[config.mk]
export PLATFORM = sky130hd
export DESIGN_NAME = obr_ctrl
export DESIGN_NICKNAME = d
export VERILOG_FILES = /design/src/rtl/obr_pkg.sv /design/src/rtl/obr_ctrl.sv
export SDC_FILE = /design/constraint.sdc
export NUM_CORES = 1
export LEC_CHECK = 0
export BUFFER_PORTS_ARGS = -buffer_cell sky130_fd_sc_hd__buf_2
export CAP_MARGIN = 25
export CORE_AREA = 2 2 39 41
export DETAILED_ROUTE_END_ITERATION = 10
export DIE_AREA = 0 0 41 43
export HOLD_SLACK_MARGIN = 0.12
export SLEW_MARGIN = 20
export SYNTH_ARGS = -nofsm -noshare
export SYNTH_HDL_FRONTEND = slang
export SYNTH_SLANG_ARGS = --single-unit
export TNS_END_PERCENT = 1
[constraint.sdc]
create_clock -name clk -period 0.8 [get_ports clk]
set_input_delay 0.16 -clock clk [delete_from_list [all_inputs] [get_ports clk]]
set_output_delay 0.16 -clock clk [all_outputs]
set_load 0.02 [all_outputs]
[src/rtl/obr_pkg.sv]
// Shared types and constants for the overwriting byte ring buffer.
// Used by obr_ctrl, obr_dpath and overwriting_byte_ring_buffer; no dependencies.
`default_nettype none

package obr_pkg;

	localparam int MODE_W  = 2;
	localparam int BYTE_W  = 8;
	localparam int SRC_W   = 16;
	localparam int LIMIT_W = 7;
	localparam int LOST_W  = 32;

	typedef enum logic [MODE_W-1:0] {
		MODE_WRITE = 2'd0,
		MODE_READ  = 2'd1,
		MODE_CLEAR = 2'd2
	} mode_t;

	typedef enum logic {
		ST_IDLE = 1'b0,
		ST_READ = 1'b1
	} state_t;

	typedef struct packed {
		logic do_write;
		logic do_clear;
		logic do_read_start;
		logic do_empty;
		logic do_issue;
	} cmd_t;

	typedef struct packed {
		logic fill_zero;
		logic rem_last;
	} sts_t;

endpackage

`default_nettype wire

[src/rtl/obr_ctrl.sv]
// Controller state machine of the byte ring buffer: decodes items, sequences reads.
// Depends on obr_pkg.
`default_nettype none

module obr_ctrl (
	input  wire logic                         clk,
	input  wire logic                         arst_n,
	input  wire logic                         start,
	input  wire logic [obr_pkg::MODE_W-1:0]   mode,
	input  wire obr_pkg::sts_t                sts,
	output obr_pkg::cmd_t                     cmd,
	output logic                              busy
);

	obr_pkg::state_t state_q;
	obr_pkg::state_t state_d;

	always_ff @(posedge clk or negedge arst_n) begin
		if (!arst_n) begin
			state_q <= obr_pkg::ST_IDLE;
		end else begin
			state_q <= state_d;
		end
	end

	always_comb begin
		state_d = state_q;
		unique case (state_q)
			obr_pkg::ST_IDLE: begin
				if (start && mode == obr_pkg::MODE_READ && !sts.fill_zero) begin
					state_d = obr_pkg::ST_READ;
				end
			end
			obr_pkg::ST_READ: begin
				if (sts.rem_last) begin
					state_d = obr_pkg::ST_IDLE;
				end
			end
			default: state_d = obr_pkg::ST_IDLE;
		endcase
	end

	always_comb begin
		cmd  = '0;
		busy = 1'b0;
		unique case (state_q)
			obr_pkg::ST_IDLE: begin
				if (start) begin
					unique case (mode)
						obr_pkg::MODE_WRITE: cmd.do_write = 1'b1;
						obr_pkg::MODE_CLEAR: cmd.do_clear = 1'b1;
						obr_pkg::MODE_READ: begin
							if (sts.fill_zero) begin
								cmd.do_empty = 1'b1;
							end else begin
								cmd.do_read_start = 1'b1;
							end
						end
						default: cmd = '0;
					endcase
				end
			end
			obr_pkg::ST_READ: begin
				busy         = 1'b1;
				cmd.do_issue = 1'b1;
			end
			default: busy = 1'b0;
		endcase
	end

endmodule

`default_nettype wire

[After elaboration in Yosys (flattened, before gate mapping)]
Cells that the tools add are included.
Cells by class
  equal/unequal tests: 2
  muxes and demuxes: 12
  bitwise gates (word level): 1
  reductions and logical operators: 4
Operators with widths (number)
  $mux W1: 7
  $mux W5: 1
  $mux W4: 1
  $pmux W1 S2: 2
  $eq A2 B1 Y1 const B: 1
  $eq A2 B2 Y1 const B: 1
  $logic_and A1 B1 Y1: 2
  $logic_not A2 Y1: 1
  $mux W2: 1
  $logic_not A1 Y1: 1
  $not A1 Y1: 1
Word-level totals
  register bits: 1
  input bits: 7
  output and inout port bits: 6

[Logic depth before layout (Yosys ltp)]
Gate-level depths: netlist of the first run.
  depth after elaboration: 5
  mapped depth: 2
  gate-level depth less buffers: 2

[Worst setup path before layout of the first run]
No wires, ideal clock.
  path kind: reg-to-output
  from: register state_q
  to: output port cmd[1] in the netlist's numbering
  arrival: 1052 ps
  required time: 640 ps
  slack: -412 ps
  cell stages (with the launch flop): 3
  path buffers: 0
  cells stage by stage: dfrtp_1 > nand4bb_4 > nor2_1
RTL lines
  from (decl): RTL line obr_ctrl.sv:15  | obr_pkg::state_t state_q;
  from (signal assigned): RTL line obr_ctrl.sv:20  | state_q <= obr_pkg::ST_IDLE;
  from (signal assigned): RTL line obr_ctrl.sv:22  | state_q <= state_d;
  to (decl): RTL line obr_ctrl.sv:11  | output obr_pkg::cmd_t cmd,

==> reports/results.tsv, run 1 <==
metric	value	unit
status	complete, but fails checks	
failed_checks	negative setup slack	
final_cell_mix	buf_2 (6), buf_6 (5), buf_4 (4), nor2_4 (2), inv_1 (2)	
max_stage_delay	0.40	ns
clock_latency	0	ns
synth_seq_area_share	21.7	%
gp_congestion	0.502	
worst_slack	-0.264	ns
layout_commonest_cell	buf_2	
timing.critical_path.buf_inv	2	
fin_nets	34	
drt_iter0_drc	0	
io_buffers	12	
dpl.cell_count	39	
syn-instance-count	10	
worst_r2r_startpoint	state_q	
hold-path-endpoint	state_q	
ys_ff_latch	1	
crit_type	flop to output pin	
mappedNetlistArea	115	sq um
ioPinCount	13	
stdcell_area	279	sq um
yosysTopAreaCellShare	23.9	%
ir_worst_vdd	0.139	mV
setup_viol	7	
finClkSkew	0	ns
fmax	940	MHz
antennaDiodeCount	0	
postPlaceCellArea	228	sq um
fin_cells	41	
rsz0062_at_grt	true	
cp-startpoint	state_q	
regToRegEndpoint	state_q	
grt_pass1_vias	133	
slew_headroom	88.4	%
slew_violations	0	
r2r_cells	3	
grt_max_degree	5	
drc	0	
holdPathStages	2	
power.total	0.181	mW
fp.dieW	41	um
yosys.area.top_type	nand4bb_4	
cp_max_fo	4	
tightest_slew	0.173	ns
synthTopCellsByArea	nand4bb_4 (24%), dfrtp_1 (22%), nor4b_2 (13%)	
nFillCells	145	
p_leak	0.120	nW
wl_per_cell	9.68	um
p_sw	0.0588	mW
worstSetupEndpointType	output pin	
ys_warn_count	0	
dr_total_vias	132	
syn_avg_cell_area	11.5	sq um
multi_input_area	98.8	sq um
layout_min_cycle_time	1.06	ns
largest_register	state_q	
whs	0.366	ns
top_regs	state_q x1	
crit_arrival	0.90	ns
finalCritPeriodShare	133	%
largest_reg_flops	1	
regArea	26.3	sq um
p_per_area	647	mW/mm^2
fp-row-count	14	
synth_cell_type_count	8	
grt-ovfl-total	0	
switching_share	32.6	%
dieArea	0.00176	sq mm
synthesis.nets	17	
pwr-share-clk	0	%
area_delta_synth_final	142	%
slowest_stage	dfrtp_2	
dr.pass1.iters	1	
layout-drive-gt1-share	88.0	%
start_kind	flop	
cp_cell_sequence	buf_4 -> nor4b_4 -> buf_4	
hold_violations	0	
crit_path_frequent_cell	buf_4	
p_int	0.122	mW
p_seq_share	32.0	%
grt_pass1_wl	565	um
hp-class	input port to flop	
clk_pin_slew	0	ns
track_usage	4.51	%
worst-r2r-setup-slack	-0.20	ns
viasPerCell	3.22	
cp_top_family	flip-flops	
start_util	8.32	%
core_area	0.00138	sq mm
worst_ep_required_time	0.64	ns
dp_hpwl	353	um
holdCritStartpoint	sts[0]	
dieHeight	43	um
p_comb_share	68.0	%
final_antenna_net_count	0	
grt_antenna_before_repair	0	
drt-total-wl	397	um
maxCapViolCount	0	
power groups by stage:
stage / registers (mW) / clock network (mW) / logic [mW]
after global placement: 0.0590 / 0 / 0.0976
after floorplan: 0.0637 / 0 / 0.0485
after detailed placement: 0.0595 / 0 / 0.0984
after global routing: 0.0586 / 0 / 0.132
after CTS: 0.0580 / 0 / 0.115
final: 0.0578 / 0 / 0.123
per-stage QoR:
step / TNS [ns] / setup slack (ns) / util [%]
after CTS: -1.37 / -0.281 / 19.3
after detailed placement: -1.39 / -0.316 / 16.5
after global routing: -1.46 / -0.320 / 20.2
after global placement: -1.31 / -0.294 / 16.5
after floorplan: -1.07 / -0.279 / -
final: -1.18 / -0.264 / 20.2
synth_stat cells:
cell       count
nand4bb_4      1
inv_1          2
o22ai_2        1
nor4b_2        1
buf_4          1
and4bb_2       1
nor2_1         2
dfrtp_1        1
worst max-delay path by stage:
| stage | to | depth (start not counted) |
|---|---|---|
| 2_1_floorplan | cmd[1] | 2 |
| 3_3_place_gp | cmd[1] | 3 |
| 3_5_place_dp | cmd[1] | 3 |
| 4_1_cts | cmd[2] | 3 |
| 5_1_grt | cmd[4] | 3 |
| 6_report | cmd[4] | 3 |
repair_timing:
item | 4_1_cts | 5_1_grt
buffers inserted | 1 | 0
setup endpoints to repair | 7 | 7
resized for setup | 7 | 4
hold endpoints to repair | 1 | 0
pin swaps | 2 | 1
hold buffers | 1 | 0
final cells by class:
cell class	count	share of cell area, %
sequential	1	9.42
timing repair buffer	16	45.3
tap	16	7.17
inverter	2	2.69
multi-input combinational	6	35.4
logic make-up after synthesis:
kind of cell / share of synthesized area, %
simple gates: 54.3
flops: 21.7
buf+inv: 13.0
compound gates: 10.9
per-layer routing:
| metal | wire [um] | track usage [%] | up-vias |
|---|---|---|---|
| met5 | 0 | 0 | - |
| met4 | 0 | 0 | 0 |
| met3 | 96 | 4.19 | 0 |
| met2 | 143 | 6.25 | 13 |
| met1 | 158 | 5.43 | 54 |
| li1 | - | - | 65 |
Note: power is estimated with default switching activity, not from simulation.
==> run 2: changes to the inputs <==
- ABC_AREA: default -> 1
==> reports/results.tsv, run 2 <==
metric	value	unit	change
dr_total_vias	153		+16%
worst-r2r-setup-slack	-0.05	ns	+0.15 ns
tightest_slew	0.135	ns	-0.0375 ns
drc	0		unchanged
critPathCapture	cmd[4]		
worst_r2r_startpoint	state_q		
finalCritPeriodShare	121	%	-12 points
grt-ovfl-total	0		unchanged
p_leak	0.134	nW	+11%
grt_antenna_before_repair	0		unchanged
fin_cells	47		+15%
synthTopCellsByArea	dfrtp_1 (26%), nand2_1 (20%), inv_1 (12%)		
rsz0062_at_grt	true		
layout_min_cycle_time	0.966	ns	-0.0975 ns
crit_type	flop to output pin		
regToRegEndpoint	state_q		
top_regs	state_q x1		
layout_commonest_cell	buf_2		
yosys-top-cells-count	nand2_1 (5), inv_1 (3), nor2_1 (3)		
antennaDiodeCount	0		unchanged
synthesis.nets	24		+7
ys_ff_latch	1		unchanged
p_per_area	668	mW/mm^2	+3.2%
dieHeight	43	um	unchanged
yosysTopAreaCellShare	26.3	%	+2.4 points
holdCritStartpoint	sts[0]		
slew_headroom	91.0	%	+2.5 points
start_kind	flop		
clk_pin_slew	0	ns	unchanged
mappedNetlistArea	95.1	sq um	-17%
grt_pass1_vias	122		-8.3%
dpl.cell_count	45		+15%
ir_worst_vdd	0.121	mV	-13%
slew_violations	0		unchanged
cp-startpoint	state_q		
gp_congestion	0.474		-5.6%
slowest_stage	dfrtp_2		
io_buffers	12		unchanged
synth_edf_count	0		unchanged
ioPinCount	13		unchanged
maxCapViolCount	0		unchanged
dp_hpwl	258	um	-27%
grt_max_degree	5		unchanged
hold_violations	0		unchanged
cp_cell_sequence	inv_2 -> nand2_4 -> nor3_4 -> buf_6		
track_usage	3.10	%	-1.4 points
drt_iter0_drc	0		unchanged
area_delta_synth_final	161	%	
cp_max_fo	4		unchanged
drt-total-wl	298	um	-25%
synthArstFlopShare	100	%	unchanged
dp_slack	-0.256	ns	+0.0596 ns
worst_ep_required_time	0.64	ns	about the same
worstSetupEndpointType	output pin		
dr.pass1.iters	1		unchanged
status	complete, but fails checks		
synth_cell_type_count	8		unchanged
grt_pass1_wl	407	um	-28%
syn-instance-count	17		+7
synth_ff_type	dfrtp_1		
max_stage_delay	0.40	ns	about the same
yosys.area.top_type	dfrtp_1		
final_cell_mix	buf_2 (8), nand2_1 (4), buf_4 (3), buf_6 (3)		
failed_checks	negative setup slack		
fp-row-count	14		unchanged
wl_per_cell	6.34	um	-35%
fp.dieW	41	um	unchanged
start_util	6.87	%	-1.4 points
setup_viol	5		-2
final_antenna_net_count	0		unchanged
syn_avg_cell_area	5.59	sq um	-51%
largest_reg_flops	1		unchanged
clock_latency	0	ns	unchanged
worst_slack	-0.166	ns	+0.0975 ns
hp-class	input port to flop		
viasPerCell	3.26		+1.1%
layout-drive-gt1-share	64.5	%	-23 points
synth_seq_area_share	26.3	%	+4.6 points
ys_warn_count	0		unchanged
finClkSkew	0	ns	unchanged
fin_nets	40		+18%
fmax	1030	MHz	+10%
crit_arrival	0.81	ns	-0.09 ns
core_area	0.00138	sq mm	unchanged
dieArea	0.00176	sq mm	unchanged
largest_register	state_q		
synth_most_common_cell	nand2_1		
r2r_cells	4		+1
==> run 2: changes by cell type in the layout (fill, tap and decap cells not counted), moves of 2 or more <==
cell / change
nand2_1: +4
buf_6: -2
buf_2: +2
nor2_1: +2
nor3_4: +2
nor2_4: -2
==> run 2: report_power, final <==
| group | switching [mW] | internal (mW) | leakage [nW] |
|---|---|---|---|
| combinational | 0.0579 | 0.0497 | 0.122 |
| clock | 0 | 0 | 0 |
| sequential | 0.00288 | 0.0550 | 0.0120 |
| total | 0.0608 | 0.105 | 0.134 |
==> run 2: repair_timing <==
action / in CTS / in global routing
hold endpoints to repair: 1 / 0
buffers inserted: 1 / 0
endpoints found under the setup margin: 4 / 5
hold buffers: 1 / 0
resized for setup: 6 / 1
pin swaps: 2 / 0
cloned: 0 / 0
==> run 2: stage by stage <==
stage	hold WS, ns	power (mW)	utilization [%]	instance area [sq um]	TNS, ns
6_report	0.409	0.166	17.9	248	-0.640
5_1_grt	0.424	0.176	17.9	248	-0.867
4_1_cts	0.413	0.166	17.6	244	-0.656
3_5_place_dp	-0.0640	0.150	15.1	209	-0.745
3_3_place_gp	-0.0635	0.150	15.1	209	-0.726
2_1_floorplan	-0.136	0.111	-	129	-0.703
==> run 2: worst min path at each step <==
stage	to	depth (start not counted)	slack [ns]
6_report	state_q	3	0.41
3_3_place_gp	state_q	1	-0.06
2_1_floorplan	state_q	0	-0.14
4_1_cts	state_q	3	0.41
3_5_place_dp	state_q	1	-0.06
5_1_grt	state_q	3	0.42
==> run 2: cell families (layout without fill, tap and decap cells) <==
kind of cell / Yosys count / count (layout) / synth area share [%]
buffers and inverters: 4 / 18 / 19.7
flip-flops: 1 / 1 / 26.3
AND/OR/NAND/NOR: 12 / 12 / 53.9
==> run 2: worst max-delay path, delay by kind of cell (launching register included) <==
| kind | cells | cell delay, ns |
|---|---|---|
| buffers and inverters | 2 | 0.23 |
| DFF | 1 | 0.40 |
| and+or+nand+nor | 2 | 0.19 |
==> run 2: area by class of cell <==
class	count	area, sq um
multi-input combinational	12	83.8
sequential	1	26.3
fill	168	1140
timing repair buffer	15	106
tap	16	20.0
inverter	3	11.3
==> run 2: per-layer routing <==
metal / part of all wire [%] / vias up / wire length (um) / GRT usage [%]
met5: 0 / - / 0 / 0
met4: 0 / 0 / 0 / 0
met3: 6.4 / 0 / 19 / 0
met2: 57 / 6 / 171 / 6.56
met1: 36 / 67 / 108 / 3.18
li1: - / 80 / - / -
